===== config.mk =====
export PLATFORM = sky130hd
export DESIGN_NAME = matrix_saddle_point_finder_unit
export DESIGN_NICKNAME = d
export VERILOG_FILES = /design/src/hw/rtl/msp_pkg.sv /design/src/hw/rtl/matrix_saddle_point_finder_unit.sv /design/src/hw/rtl/msp_queue.sv /design/src/hw/rtl/msp_front.sv /design/src/hw/rtl/msp_back.sv
export SDC_FILE = /design/constraint.sdc
export NUM_CORES = 2
export LEC_CHECK = 0
export BUFFER_PORTS_ARGS = -buffer_cell sky130_fd_sc_hd__buf_2
export CORE_ASPECT_RATIO = 0.5
export CORE_MARGIN = 2
export CORE_UTILIZATION = 60
export CTS_CLUSTER_SIZE = 24
export DETAILED_ROUTE_END_ITERATION = 6
export MAX_ROUTING_LAYER = met4
export PLACE_DENSITY_LB_ADDON = 0.12
export SYNTH_ARGS = -nofsm -noshare
export SYNTH_HDL_FRONTEND = slang
export SYNTH_SLANG_ARGS = --single-unit

===== constraint.sdc =====
create_clock -name clk -period 5.9 [get_ports clk]
set_input_delay 1.18 -clock clk [delete_from_list [all_inputs] [get_ports clk]]
set_output_delay 1.18 -clock clk [all_outputs]
set_load 0.01 [all_outputs]

===== src/hw/rtl/msp_pkg.sv =====
// Shared constants and types of the matrix saddle point finder.
package msp_pkg;

  localparam int MSP_MAX_ROWS     = 8;
  localparam int MSP_MAX_COLUMNS  = 8;
  localparam int MSP_VALUE_BITS   = 32;
  localparam int MSP_QUEUE_DEPTH  = 4;
  localparam int MSP_ADDR_BITS    = 3;
  localparam int MSP_DIM_BITS     = 4;
  localparam int MSP_ELEMENT_BITS = 32;

  typedef enum logic {
    REG_ROW_COUNT    = 1'b0,
    REG_COLUMN_COUNT = 1'b1
  } msp_reg_t;

  typedef struct packed {
    logic first_col;
    logic first_row;
    logic final_elem;
  } msp_flags_t;

endpackage


===== src/hw/rtl/matrix_saddle_point_finder_unit.sv =====
// Top level of the matrix saddle point finder with its register port.
//
// Matrix elements are taken one beat per clock cycle in row-major order while the queue
// is not full, and the element store, the running row minima and the column maxima are
// updated. After the final element of a matrix the back end scans the stored matrix
// through its single-read-port memories, one entry per cycle while result beats are not
// stalled, and emits every saddle point with its row and column counted from one, marking
// the last beat; a matrix without a saddle point gives one beat with point_valid low.
// During the scan the front end keeps taking elements of the next matrix into a
// four-entry queue and stalls once it is full. The stores are not cleared after reset,
// so no clearing pass is needed. A write to either dimension register restarts loading
// at the first row and column.
module matrix_saddle_point_finder_unit
  import msp_pkg::*;
#(
  parameter int MAX_ROWS    = MSP_MAX_ROWS,
  parameter int MAX_COLUMNS = MSP_MAX_COLUMNS,
  parameter int VALUE_BITS  = MSP_VALUE_BITS
) (
  input  logic                               clk,
  input  logic                               rst,
  input  logic                               psel,
  input  logic                               penable,
  input  logic                               pwrite,
  input  logic [MSP_ADDR_BITS-1:0]           paddr,
  input  logic [31:0]                        pwdata,
  output logic [31:0]                        prdata,
  output logic                               pready,
  input  logic                               element_valid,
  input  logic signed [MSP_ELEMENT_BITS-1:0] element_value,
  output logic                               element_stall,
  output logic                               result_valid,
  input  logic                               result_stall,
  output logic signed [MSP_ELEMENT_BITS-1:0] point_value,
  output logic [MSP_DIM_BITS-1:0]            point_row,
  output logic [MSP_DIM_BITS-1:0]            point_column,
  output logic                               point_valid,
  output logic                               last_of_run
);

  localparam int RIW = (MAX_ROWS > 1) ? $clog2(MAX_ROWS) : 1;
  localparam int CIW = (MAX_COLUMNS > 1) ? $clog2(MAX_COLUMNS) : 1;
  localparam int RNW = $clog2(MAX_ROWS + 1);
  localparam int CNW = $clog2(MAX_COLUMNS + 1);
  localparam int QW  = VALUE_BITS + RIW + CIW + $bits(msp_flags_t);

  logic [MSP_DIM_BITS-1:0] row_count;
  logic [MSP_DIM_BITS-1:0] column_count;
  logic                    cfg_write;
  msp_reg_t                cfg_index;
  logic [RNW-1:0]          rows;
  logic [CNW-1:0]          cols;

  logic                    q_full;
  logic                    q_empty;
  logic                    q_push;
  logic                    q_pop;
  logic [QW-1:0]           q_push_data;
  logic [QW-1:0]           q_pop_data;

  logic [VALUE_BITS-1:0]   f_value;
  logic [RIW-1:0]          f_row;
  logic [CIW-1:0]          f_col;
  msp_flags_t              f_flags;
  logic [VALUE_BITS-1:0]   b_value;
  logic [RIW-1:0]          b_row;
  logic [CIW-1:0]          b_col;
  msp_flags_t              b_flags;

  assign pready    = 1'b1;
  assign cfg_write = psel && penable && pwrite && pready;
  assign cfg_index = msp_reg_t'(paddr[2]);

  always_comb begin
    unique case (cfg_index)
      REG_ROW_COUNT:    prdata = {{(32 - MSP_DIM_BITS){1'b0}}, row_count};
      REG_COLUMN_COUNT: prdata = {{(32 - MSP_DIM_BITS){1'b0}}, column_count};
      default:          prdata = '0;
    endcase
  end

  always_ff @(posedge clk) begin
    if (rst) begin
      row_count    <= MSP_DIM_BITS'(8);
      column_count <= MSP_DIM_BITS'(8);
    end else if (cfg_write) begin
      unique case (cfg_index)
        REG_ROW_COUNT:    row_count    <= pwdata[MSP_DIM_BITS-1:0];
        REG_COLUMN_COUNT: column_count <= pwdata[MSP_DIM_BITS-1:0];
        default:          row_count    <= row_count;
      endcase
    end
  end

  // Dimensions of zero count as one, and values above the maximum as the maximum.
  always_comb begin
    if (row_count == '0) begin
      rows = RNW'(1);
    end else if (int'(row_count) > MAX_ROWS) begin
      rows = RNW'(MAX_ROWS);
    end else begin
      rows = RNW'(row_count);
    end
    if (column_count == '0) begin
      cols = CNW'(1);
    end else if (int'(column_count) > MAX_COLUMNS) begin
      cols = CNW'(MAX_COLUMNS);
    end else begin
      cols = CNW'(column_count);
    end
  end

  msp_front #(
    .MAX_ROWS    (MAX_ROWS),
    .MAX_COLUMNS (MAX_COLUMNS),
    .VALUE_BITS  (VALUE_BITS)
  ) u_front (
    .clk           (clk),
    .rst           (rst),
    .restart       (cfg_write),
    .rows          (rows),
    .cols          (cols),
    .element_valid (element_valid),
    .element_value (element_value),
    .element_stall (element_stall),
    .q_full        (q_full),
    .q_push        (q_push),
    .q_value       (f_value),
    .q_row         (f_row),
    .q_col         (f_col),
    .q_flags       (f_flags)
  );

  assign q_push_data = {f_value, f_row, f_col, f_flags};
  assign {b_value, b_row, b_col, b_flags} = q_pop_data;

  msp_queue #(
    .WIDTH (QW),
    .DEPTH (MSP_QUEUE_DEPTH)
  ) u_queue (
    .clk       (clk),
    .rst       (rst),
    .push      (q_push),
    .push_data (q_push_data),
    .pop       (q_pop),
    .pop_data  (q_pop_data),
    .full      (q_full),
    .empty     (q_empty)
  );

  msp_back #(
    .MAX_ROWS    (MAX_ROWS),
    .MAX_COLUMNS (MAX_COLUMNS),
    .VALUE_BITS  (VALUE_BITS)
  ) u_back (
    .clk          (clk),
    .rst          (rst),
    .rows         (rows),
    .cols         (cols),
    .q_valid      (!q_empty),
    .q_value      (b_value),
    .q_row        (b_row),
    .q_col        (b_col),
    .q_flags      (b_flags),
    .q_pop        (q_pop),
    .result_valid (result_valid),
    .result_stall (result_stall),
    .point_value  (point_value),
    .point_row    (point_row),
    .point_column (point_column),
    .point_valid  (point_valid),
    .last_of_run  (last_of_run)
  );

endmodule


===== src/hw/rtl/msp_queue.sv =====
// Small first-in first-out queue between the front end and the back end.
module msp_queue
  import msp_pkg::*;
#(
  parameter int WIDTH = 8,
  parameter int DEPTH = MSP_QUEUE_DEPTH,
  localparam int PW = (DEPTH > 1) ? $clog2(DEPTH) : 1,
  localparam int CW = $clog2(DEPTH + 1)
) (
  input  logic             clk,
  input  logic             rst,
  input  logic             push,
  input  logic [WIDTH-1:0] push_data,
  input  logic             pop,
  output logic [WIDTH-1:0] pop_data,
  output logic             full,
  output logic             empty
);

  logic [WIDTH-1:0] slots [DEPTH];
  logic [PW-1:0]    wr_ptr;
  logic [PW-1:0]    rd_ptr;
  logic [CW-1:0]    count;

  assign full     = (count == CW'(DEPTH));
  assign empty    = (count == '0);
  assign pop_data = slots[rd_ptr];

  always_ff @(posedge clk) begin
    if (push) begin
      slots[wr_ptr] <= push_data;
    end
  end

  always_ff @(posedge clk) begin
    if (rst) begin
      wr_ptr <= '0;
      rd_ptr <= '0;
      count  <= '0;
    end else begin
      if (push) begin
        wr_ptr <= (wr_ptr == PW'(DEPTH - 1)) ? '0 : wr_ptr + PW'(1);
      end
      if (pop) begin
        rd_ptr <= (rd_ptr == PW'(DEPTH - 1)) ? '0 : rd_ptr + PW'(1);
      end
      if (push && !pop) begin
        count <= count + CW'(1);
      end else if (pop && !push) begin
        count <= count - CW'(1);
      end
    end
  end

endmodule


===== src/hw/rtl/msp_front.sv =====
// Front end: takes element beats, tracks the load position and classifies each element.
module msp_front
  import msp_pkg::*;
#(
  parameter int MAX_ROWS    = MSP_MAX_ROWS,
  parameter int MAX_COLUMNS = MSP_MAX_COLUMNS,
  parameter int VALUE_BITS  = MSP_VALUE_BITS,
  localparam int RIW = (MAX_ROWS > 1) ? $clog2(MAX_ROWS) : 1,
  localparam int CIW = (MAX_COLUMNS > 1) ? $clog2(MAX_COLUMNS) : 1,
  localparam int RNW = $clog2(MAX_ROWS + 1),
  localparam int CNW = $clog2(MAX_COLUMNS + 1)
) (
  input  logic                               clk,
  input  logic                               rst,
  input  logic                               restart,
  input  logic [RNW-1:0]                     rows,
  input  logic [CNW-1:0]                     cols,
  input  logic                               element_valid,
  input  logic signed [MSP_ELEMENT_BITS-1:0] element_value,
  output logic                               element_stall,
  input  logic                               q_full,
  output logic                               q_push,
  output logic [VALUE_BITS-1:0]              q_value,
  output logic [RIW-1:0]                     q_row,
  output logic [CIW-1:0]                     q_col,
  output msp_flags_t                         q_flags
);

  logic [RIW-1:0] load_row;
  logic [CIW-1:0] load_column;
  logic           col_last;
  logic           row_last;

  assign element_stall = q_full;
  assign q_push        = element_valid && !q_full;

  assign col_last = ((CNW'(load_column) + CNW'(1)) == cols);
  assign row_last = ((RNW'(load_row) + RNW'(1)) == rows);

  assign q_value            = VALUE_BITS'(element_value);
  assign q_row              = load_row;
  assign q_col              = load_column;
  assign q_flags.first_col  = (load_column == '0);
  assign q_flags.first_row  = (load_row == '0);
  assign q_flags.final_elem = col_last && row_last;

  always_ff @(posedge clk) begin
    if (rst || restart) begin
      load_row    <= '0;
      load_column <= '0;
    end else if (q_push) begin
      if (col_last) begin
        load_column <= '0;
        load_row    <= row_last ? '0 : load_row + RIW'(1);
      end else begin
        load_column <= load_column + CIW'(1);
      end
    end
  end

endmodule


===== src/hw/rtl/msp_back.sv =====
// Back end: updates the element store and trackers, then scans for saddle points.
module msp_back
  import msp_pkg::*;
#(
  parameter int MAX_ROWS    = MSP_MAX_ROWS,
  parameter int MAX_COLUMNS = MSP_MAX_COLUMNS,
  parameter int VALUE_BITS  = MSP_VALUE_BITS,
  localparam int RIW   = (MAX_ROWS > 1) ? $clog2(MAX_ROWS) : 1,
  localparam int CIW   = (MAX_COLUMNS > 1) ? $clog2(MAX_COLUMNS) : 1,
  localparam int RNW   = $clog2(MAX_ROWS + 1),
  localparam int CNW   = $clog2(MAX_COLUMNS + 1),
  localparam int DEPTH = MAX_ROWS * MAX_COLUMNS,
  localparam int AW    = (DEPTH > 1) ? $clog2(DEPTH) : 1
) (
  input  logic                               clk,
  input  logic                               rst,
  input  logic [RNW-1:0]                     rows,
  input  logic [CNW-1:0]                     cols,
  input  logic                               q_valid,
  input  logic [VALUE_BITS-1:0]              q_value,
  input  logic [RIW-1:0]                     q_row,
  input  logic [CIW-1:0]                     q_col,
  input  msp_flags_t                         q_flags,
  output logic                               q_pop,
  output logic                               result_valid,
  input  logic                               result_stall,
  output logic signed [MSP_ELEMENT_BITS-1:0] point_value,
  output logic [MSP_DIM_BITS-1:0]            point_row,
  output logic [MSP_DIM_BITS-1:0]            point_column,
  output logic                               point_valid,
  output logic                               last_of_run
);

  typedef enum logic [1:0] {
    LOAD,
    SCAN,
    FLUSH
  } state_t;

  function automatic logic [AW-1:0] elem_addr(input logic [RIW-1:0] r,
                                              input logic [CIW-1:0] c);
    return AW'(AW'(r) * AW'(MAX_COLUMNS)) + AW'(c);
  endfunction

  state_t state;

  logic [VALUE_BITS-1:0] element_mem [DEPTH];
  logic [VALUE_BITS-1:0] rowmin_mem  [MAX_ROWS];
  logic [VALUE_BITS-1:0] colmax_mem  [MAX_COLUMNS];

  logic                  s1_valid;
  logic [VALUE_BITS-1:0] s1_value;
  logic [RIW-1:0]        s1_row;
  logic [CIW-1:0]        s1_col;
  msp_flags_t            s1_flags;
  logic                  fwd_hit;
  logic [VALUE_BITS-1:0] fwd_value;
  logic [VALUE_BITS-1:0] rowmin_run;

  logic [VALUE_BITS-1:0] elem_rd;
  logic [VALUE_BITS-1:0] rowmin_rd;
  logic [VALUE_BITS-1:0] colmax_rd;

  logic [RIW-1:0]        scan_row;
  logic [CIW-1:0]        scan_col;
  logic                  issued_all;
  logic                  cmp_valid;
  logic [RIW-1:0]        cmp_row;
  logic [CIW-1:0]        cmp_col;
  logic                  cmp_end;
  logic                  pend_valid;
  logic [VALUE_BITS-1:0] pend_value;
  logic [RIW-1:0]        pend_row;
  logic [CIW-1:0]        pend_col;

  logic [VALUE_BITS-1:0] colmax_old;
  logic [VALUE_BITS-1:0] rowmin_new;
  logic [VALUE_BITS-1:0] colmax_new;
  logic                  out_free;
  logic                  cmp_match;
  logic                  cmp_adv;
  logic                  issue;
  logic                  result_load;
  logic                  scan_col_last;
  logic                  scan_row_last;
  logic [CIW-1:0]        col_rd_addr;
  logic                  col_rd_en;

  // A column maximum written in the cycle its next reader is fetched is forwarded.
  assign colmax_old = fwd_hit ? fwd_value : colmax_rd;
  assign rowmin_new = (s1_flags.first_col || ($signed(s1_value) < $signed(rowmin_run))) ?
                      s1_value : rowmin_run;
  assign colmax_new = (s1_flags.first_row || ($signed(colmax_old) < $signed(s1_value))) ?
                      s1_value : colmax_old;

  assign q_pop = (state == LOAD) && q_valid && !(s1_valid && s1_flags.final_elem);

  assign out_free  = !result_valid || !result_stall;
  assign cmp_match = (elem_rd == rowmin_rd) && (elem_rd == colmax_rd);
  assign cmp_adv   = cmp_valid && (!cmp_match || !pend_valid || out_free);
  assign issue     = (state == SCAN) && !issued_all && (!cmp_valid || cmp_adv);

  assign result_load = ((state == SCAN) && cmp_adv && cmp_match && pend_valid) ||
                       ((state == FLUSH) && out_free);

  assign scan_col_last = ((CNW'(scan_col) + CNW'(1)) == cols);
  assign scan_row_last = ((RNW'(scan_row) + RNW'(1)) == rows);

  assign col_rd_addr = (state == LOAD) ? q_col : scan_col;
  assign col_rd_en   = q_pop || issue;

  always_ff @(posedge clk) begin
    if (s1_valid) begin
      element_mem[elem_addr(s1_row, s1_col)] <= s1_value;
    end
    if (issue) begin
      elem_rd <= element_mem[elem_addr(scan_row, scan_col)];
    end
  end

  always_ff @(posedge clk) begin
    if (s1_valid) begin
      rowmin_mem[s1_row] <= rowmin_new;
    end
    if (issue) begin
      rowmin_rd <= rowmin_mem[scan_row];
    end
  end

  always_ff @(posedge clk) begin
    if (s1_valid) begin
      colmax_mem[s1_col] <= colmax_new;
    end
    if (col_rd_en) begin
      colmax_rd <= colmax_mem[col_rd_addr];
    end
  end

  always_ff @(posedge clk) begin
    if (rst) begin
      state        <= LOAD;
      s1_valid     <= 1'b0;
      cmp_valid    <= 1'b0;
      pend_valid   <= 1'b0;
      result_valid <= 1'b0;
      issued_all   <= 1'b0;
      scan_row     <= '0;
      scan_col     <= '0;
    end else begin
      s1_valid <= q_pop;
      if (s1_valid) begin
        rowmin_run <= rowmin_new;
      end
      if (q_pop) begin
        s1_value  <= q_value;
        s1_row    <= q_row;
        s1_col    <= q_col;
        s1_flags  <= q_flags;
        fwd_hit   <= s1_valid && (s1_col == q_col);
        fwd_value <= colmax_new;
      end
      if (result_load) begin
        result_valid <= 1'b1;
      end else if (result_valid && !result_stall) begin
        result_valid <= 1'b0;
      end

      unique case (state)
        LOAD: begin
          if (s1_valid && s1_flags.final_elem) begin
            state <= SCAN;
          end
        end
        SCAN: begin
          if (issue) begin
            cmp_row <= scan_row;
            cmp_col <= scan_col;
            cmp_end <= scan_row_last && scan_col_last;
            if (scan_col_last) begin
              scan_col <= '0;
              if (scan_row_last) begin
                scan_row   <= '0;
                issued_all <= 1'b1;
              end else begin
                scan_row <= scan_row + RIW'(1);
              end
            end else begin
              scan_col <= scan_col + CIW'(1);
            end
          end
          if (cmp_adv) begin
            if (cmp_match) begin
              if (pend_valid) begin
                point_value  <= MSP_ELEMENT_BITS'($signed(pend_value));
                point_row    <= MSP_DIM_BITS'(pend_row) + MSP_DIM_BITS'(1);
                point_column <= MSP_DIM_BITS'(pend_col) + MSP_DIM_BITS'(1);
                point_valid  <= 1'b1;
                last_of_run  <= 1'b0;
              end
              pend_valid <= 1'b1;
              pend_value <= elem_rd;
              pend_row   <= cmp_row;
              pend_col   <= cmp_col;
            end
            if (cmp_end) begin
              state <= FLUSH;
            end
          end
          cmp_valid <= issue || (cmp_valid && !cmp_adv);
        end
        FLUSH: begin
          if (out_free) begin
            last_of_run  <= 1'b1;
            if (pend_valid) begin
              point_value  <= MSP_ELEMENT_BITS'($signed(pend_value));
              point_row    <= MSP_DIM_BITS'(pend_row) + MSP_DIM_BITS'(1);
              point_column <= MSP_DIM_BITS'(pend_col) + MSP_DIM_BITS'(1);
              point_valid  <= 1'b1;
            end else begin
              point_value  <= '0;
              point_row    <= '0;
              point_column <= '0;
              point_valid  <= 1'b0;
            end
            pend_valid <= 1'b0;
            issued_all <= 1'b0;
            state      <= LOAD;
          end
        end
        default: begin
          state <= LOAD;
        end
      endcase
    end
  end

endmodule

==> run_summary.xml <==
<?xml version="1.0" encoding="UTF-8"?>
<metrics>
  <group name="outcome">
    <metric name="status" unit="">completed</metric>
  </group>
  <group name="synth">
    <metric name="synth_enable_flop_cells" unit="">3013</metric>
    <metric name="syn_avg_cell_area" unit="sq um">20.3</metric>
    <metric name="most_numerous_cell_in_the_yosys_netlist" unit="">sky130_fd_sc_hd__edfxtp_1</metric>
    <metric name="ys.warnings.count" unit="">0</metric>
    <metric name="synthDominantAreaCellType" unit="">sky130_fd_sc_hd__edfxtp_1</metric>
    <metric name="synth_common_cells" unit="">sky130_fd_sc_hd__edfxtp_1, sky130_fd_sc_hd__mux2i_1, sky130_fd_sc_hd__mux4_2, sky130_fd_sc_hd__o221ai_1, sky130_fd_sc_hd__a21oi_1</metric>
    <metric name="synthTopCellsByArea" unit="">sky130_fd_sc_hd__edfxtp_1, sky130_fd_sc_hd__mux4_2, sky130_fd_sc_hd__mux2i_1</metric>
    <metric name="synth_seq_cells" unit="">3049</metric>
    <metric name="synth_flop_cell" unit="">sky130_fd_sc_hd__edfxtp_1</metric>
    <metric name="postSynthCellCount" unit="">5866</metric>
    <metric name="synth_area" unit="sq um">119000</metric>
    <metric name="yosys.area.top_type_share" unit="">0.761</metric>
    <metric name="post_synth_arst_share" unit="">0</metric>
    <metric name="seq_area_frac_synth" unit="">0.768</metric>
    <metric name="yosysUniqueCellTypes" unit="">78</metric>
  </group>
  <group name="clock_network">
    <metric name="root_buffer" unit="">sky130_fd_sc_hd__clkbuf_16</metric>
    <metric name="cts.clk_slew.worst_paths" unit="ns">0.06</metric>
    <metric name="cts-resized-gates" unit="">0</metric>
    <metric name="cts-buffers-inserted" unit="">269</metric>
    <metric name="cts.repair_timing.setup_buffer_count" unit="">0</metric>
    <metric name="cts.sink_count" unit="">3049</metric>
    <metric name="ctsLongestPathBuffers" unit="">4</metric>
    <metric name="cts-htree-levels" unit="">5</metric>
    <metric name="cts_tree" unit="">built</metric>
    <metric name="worst_skew_pair_latency" unit="ns">0.85</metric>
    <metric name="hold_buffers" unit="">0</metric>
  </group>
  <group name="power_and_ir_drop">
    <metric name="leakage" unit="nW">41.1</metric>
    <metric name="worst_ir_drop_vdd" unit="uV">467</metric>
    <metric name="pwr_density_cell" unit="nW/um^2">429</metric>
    <metric name="power" unit="mW">56.7</metric>
  </group>
  <group name="placed_design">
    <metric name="portBuffers" unit="">91</metric>
    <metric name="gp_congestion" unit="">0.921</metric>
    <metric name="preCtsSetupSlack" unit="ns">1.55</metric>
    <metric name="dp_hpwl" unit="um">187000</metric>
  </group>
  <group name="die">
    <metric name="die_y" unit="um">319</metric>
    <metric name="die_area" unit="sq um">202000</metric>
    <metric name="die_width" unit="um">633</metric>
    <metric name="design.core.area" unit="sq um">197000</metric>
    <metric name="floorplan.initialDensity" unit="">0.604</metric>
    <metric name="io-pin-count" unit="">151</metric>
    <metric name="num_rows" unit="">115</metric>
  </group>
  <group name="global_routing">
    <metric name="first_global_vias" unit="">59400</metric>
    <metric name="globalRoute.totalOverflow" unit="">0</metric>
    <metric name="grt_max_degree" unit="">103</metric>
    <metric name="global_route_wire_length_before_repair" unit="um">441000</metric>
    <metric name="tot_gr_track_use" unit="">0.322</metric>
    <metric name="antenna_found_initial" unit="">36</metric>
  </group>
  <group name="layout">
    <metric name="layout-drive-gt1-share" unit="">0.219</metric>
    <metric name="flow.area_growth_from_synthesis" unit="%">11.1</metric>
    <metric name="nets" unit="">6330</metric>
  </group>
  <group name="timing">
    <metric name="worst_slew_pin_slew" unit="ns">1.36</metric>
    <metric name="setup_viol" unit="">0</metric>
    <metric name="worst_hold_slack" unit="ns">0.421</metric>
    <metric name="period_minus_slack" unit="ns">4.44</metric>
    <metric name="max_slew_headroom" unit="">0.0926</metric>
    <metric name="portion_of_the_clock_cycle_consumed_by_the_worst_path_in_the_final_layout" unit="">0.753</metric>
    <metric name="finalMaxSlewViolations" unit="">0</metric>
    <metric name="max_freq" unit="MHz">225</metric>
    <metric name="fin_skew" unit="ns">0.0388</metric>
    <metric name="timing.final.ws_setup" unit="ns">1.46</metric>
    <metric name="setup_repair_after_global_routing_missed_its_margin" unit="">false</metric>
    <metric name="final-hold-violation-count" unit="">0</metric>
    <metric name="finalSetupTns" unit="ns">0</metric>
  </group>
  <group name="worst_setup_path">
    <metric name="worst_setup_slack_for_register_to_register_paths" unit="ns">1.46</metric>
    <metric name="cp.required" unit="ns">6.44</metric>
    <metric name="crit_path_max_incr_delay" unit="ns">0.63</metric>
    <metric name="crit_chain" unit="">buf_4, mux2_2, ha_1, and4_1, nand2_1, o211a_1, o311ai_1, a211o_1, and2_2, buf_4, mux2_2</metric>
    <metric name="cp.arrival" unit="ns">4.98</metric>
    <metric name="launching_element_type_of_the_critical_path" unit="">flop</metric>
    <metric name="worst_path_dominant_cell_family" unit="">compound AO/OA/AOI/OAI gates</metric>
    <metric name="crit_fanout" unit="">20</metric>
    <metric name="critical_path.endpoint_type" unit="">flop</metric>
    <metric name="critPathBufInv" unit="">2</metric>
    <metric name="path_class" unit="">flop to flop</metric>
    <metric name="crit_slowest_cell" unit="">sky130_fd_sc_hd__and2_2</metric>
  </group>
  <group name="routing">
    <metric name="drt_first_iter_violations" unit="">9128</metric>
    <metric name="route.vias.total" unit="">61300</metric>
    <metric name="ant_nets" unit="">0</metric>
    <metric name="iteration_count_of_the_initial_detailed_routing_pass" unit="">6</metric>
    <metric name="post_drt_via_cell_ratio" unit="">6.80</metric>
    <metric name="wl" unit="um">315000</metric>
    <metric name="routed_wire_length_per_instance" unit="um">35.0</metric>
    <metric name="drcViolationCount" unit="">0</metric>
  </group>
  <group name="run">
    <metric name="cap_viol_max_count" unit="">0</metric>
  </group>
  <group name="worst_hold_path">
    <metric name="hold_path.class" unit="">flop to flop</metric>
  </group>
</metrics>
[power breakdown]
group | total, mW | internal [mW] | leakage [nW] | switching, mW
registers | 27.9 | 27.1 | 27.5 | 0.866
clock network | 17.0 | 9.40 | 4.03 | 7.62
logic | 11.7 | 4.17 | 9.62 | 7.55
total | 56.7 | 40.6 | 41.1 | 16.0
[flip-flops by register name (all words and copies together) (netlist names), 4 cells and up, named ones only]
| name | flops |
|---|---|
| u_back.colmax_rd | 32 |
| u_back.pend_value | 32 |
| u_back.rowmin_mem | 256 |
| u_back.fwd_value | 32 |
| column_count | 4 |
| u_back.elem_rd | 32 |
| u_back.rowmin_run | 32 |
| u_back.point_column | 4 |
| row_count | 4 |
| u_back.s1_value | 32 |
| u_back.element_mem | 2048 |
| u_back.rowmin_rd | 32 |
| u_back.colmax_mem | 256 |
| u_queue.slots | 164 |
| u_back.point_value | 32 |
| u_back.point_row | 4 |
[placed cells by master, fill, tap and decap left out, types with 17 or more instances in the layout]
cell type | synthesis | final
sky130_fd_sc_hd__o221ai_1 | 236 | 236
sky130_fd_sc_hd__ha_1 | 80 | 80
sky130_fd_sc_hd__o22ai_1 | 125 | 125
sky130_fd_sc_hd__buf_4 | 73 | 234
sky130_fd_sc_hd__bufinv_16 | 0 | 17
sky130_fd_sc_hd__edfxtp_1 | 3013 | 3013
sky130_fd_sc_hd__mux2_2 | 101 | 101
sky130_fd_sc_hd__dfxtp_1 | 36 | 29
sky130_fd_sc_hd__buf_12 | 0 | 23
sky130_fd_sc_hd__nor2_4 | 0 | 75
sky130_fd_sc_hd__inv_1 | 95 | 93
sky130_fd_sc_hd__nand3_1 | 21 | 21
sky130_fd_sc_hd__clkbuf_16 | 0 | 278
sky130_fd_sc_hd__and2_1 | 43 | 38
sky130_fd_sc_hd__a211oi_1 | 35 | 35
sky130_fd_sc_hd__clkinv_2 | 0 | 40
sky130_fd_sc_hd__nor3_1 | 76 | 76
sky130_fd_sc_hd__mux4_2 | 452 | 452
sky130_fd_sc_hd__clkbuf_1 | 165 | 58
sky130_fd_sc_hd__nor2_1 | 183 | 108
sky130_fd_sc_hd__conb_1 | 2 | 29
sky130_fd_sc_hd__xor2_1 | 54 | 54
sky130_fd_sc_hd__clkinv_1 | 1 | 47
sky130_fd_sc_hd__mux2_4 | 29 | 29
sky130_fd_sc_hd__buf_2 | 56 | 91
sky130_fd_sc_hd__a21oi_1 | 210 | 210
sky130_fd_sc_hd__mux2i_1 | 522 | 520
sky130_fd_sc_hd__nand2_1 | 50 | 49
[final cells by class]
cell class / count / area (sq um)
antenna: 10 / 25.0
clock buffer: 337 / 7190
clock inverter: 122 / 1050
fill: 12400 / 64600
inverter: 98 / 378
multi-input combinational: 2409 / 26200
sequential: 3049 / 91200
tap: 2632 / 3290
timing repair buffer: 348 / 2670
[through the flow]
| step | utilization | instances | cell area (sq um) |
|---|---|---|---|
| after global routing | 0.671 | 8998 | 132000 |
| after floorplan | - | 5893 | 119000 |
| after global placement | 0.629 | 8536 | 124000 |
| after CTS | 0.671 | 8995 | 132000 |
| final | 0.671 | 9005 | 132000 |
| after detailed placement | 0.629 | 8536 | 124000 |
[per-layer routing]
layer | global-route usage | up-vias | wire [um]
met5 | - | - | 0
met1 | 0.479 | 32400 | 128000
met3 | 0.0745 | 460 | 38500
met4 | 0.0712 | 0 | 6970
li1 | - | 24900 | -
met2 | 0.462 | 3540 | 142000
[final timing paths]
path                           from                       to  cells after the start
hold / removal    u_back.cmp_col[0]       u_back.pend_col[0]                      0
setup reg to reg     u_back.fwd_hit  u_back.colmax_mem[2][1]                     11
setup / recovery     u_back.fwd_hit  u_back.colmax_mem[2][1]                     11
hold reg to reg   u_back.cmp_col[0]       u_back.pend_col[0]                      0
[kinds of logic (layout without fill, tap and decap cells)]
kind of cell,Yosys count,after routing,synth area share
AO/OA/AOI/OAI,676,676,0.0394
XOR/XNOR,66,66,0.00486
buffers and inverters,435,905,0.0179
adder cells (fa/ha/maj),81,81,0.00859
flip-flops,3049,3049,0.768
multiplexers,1108,1108,0.144
AND/OR/NAND/NOR,449,449,0.0182
other,2,39,0.0000632
No activity file was read; power rests on OpenSTA's default activity.
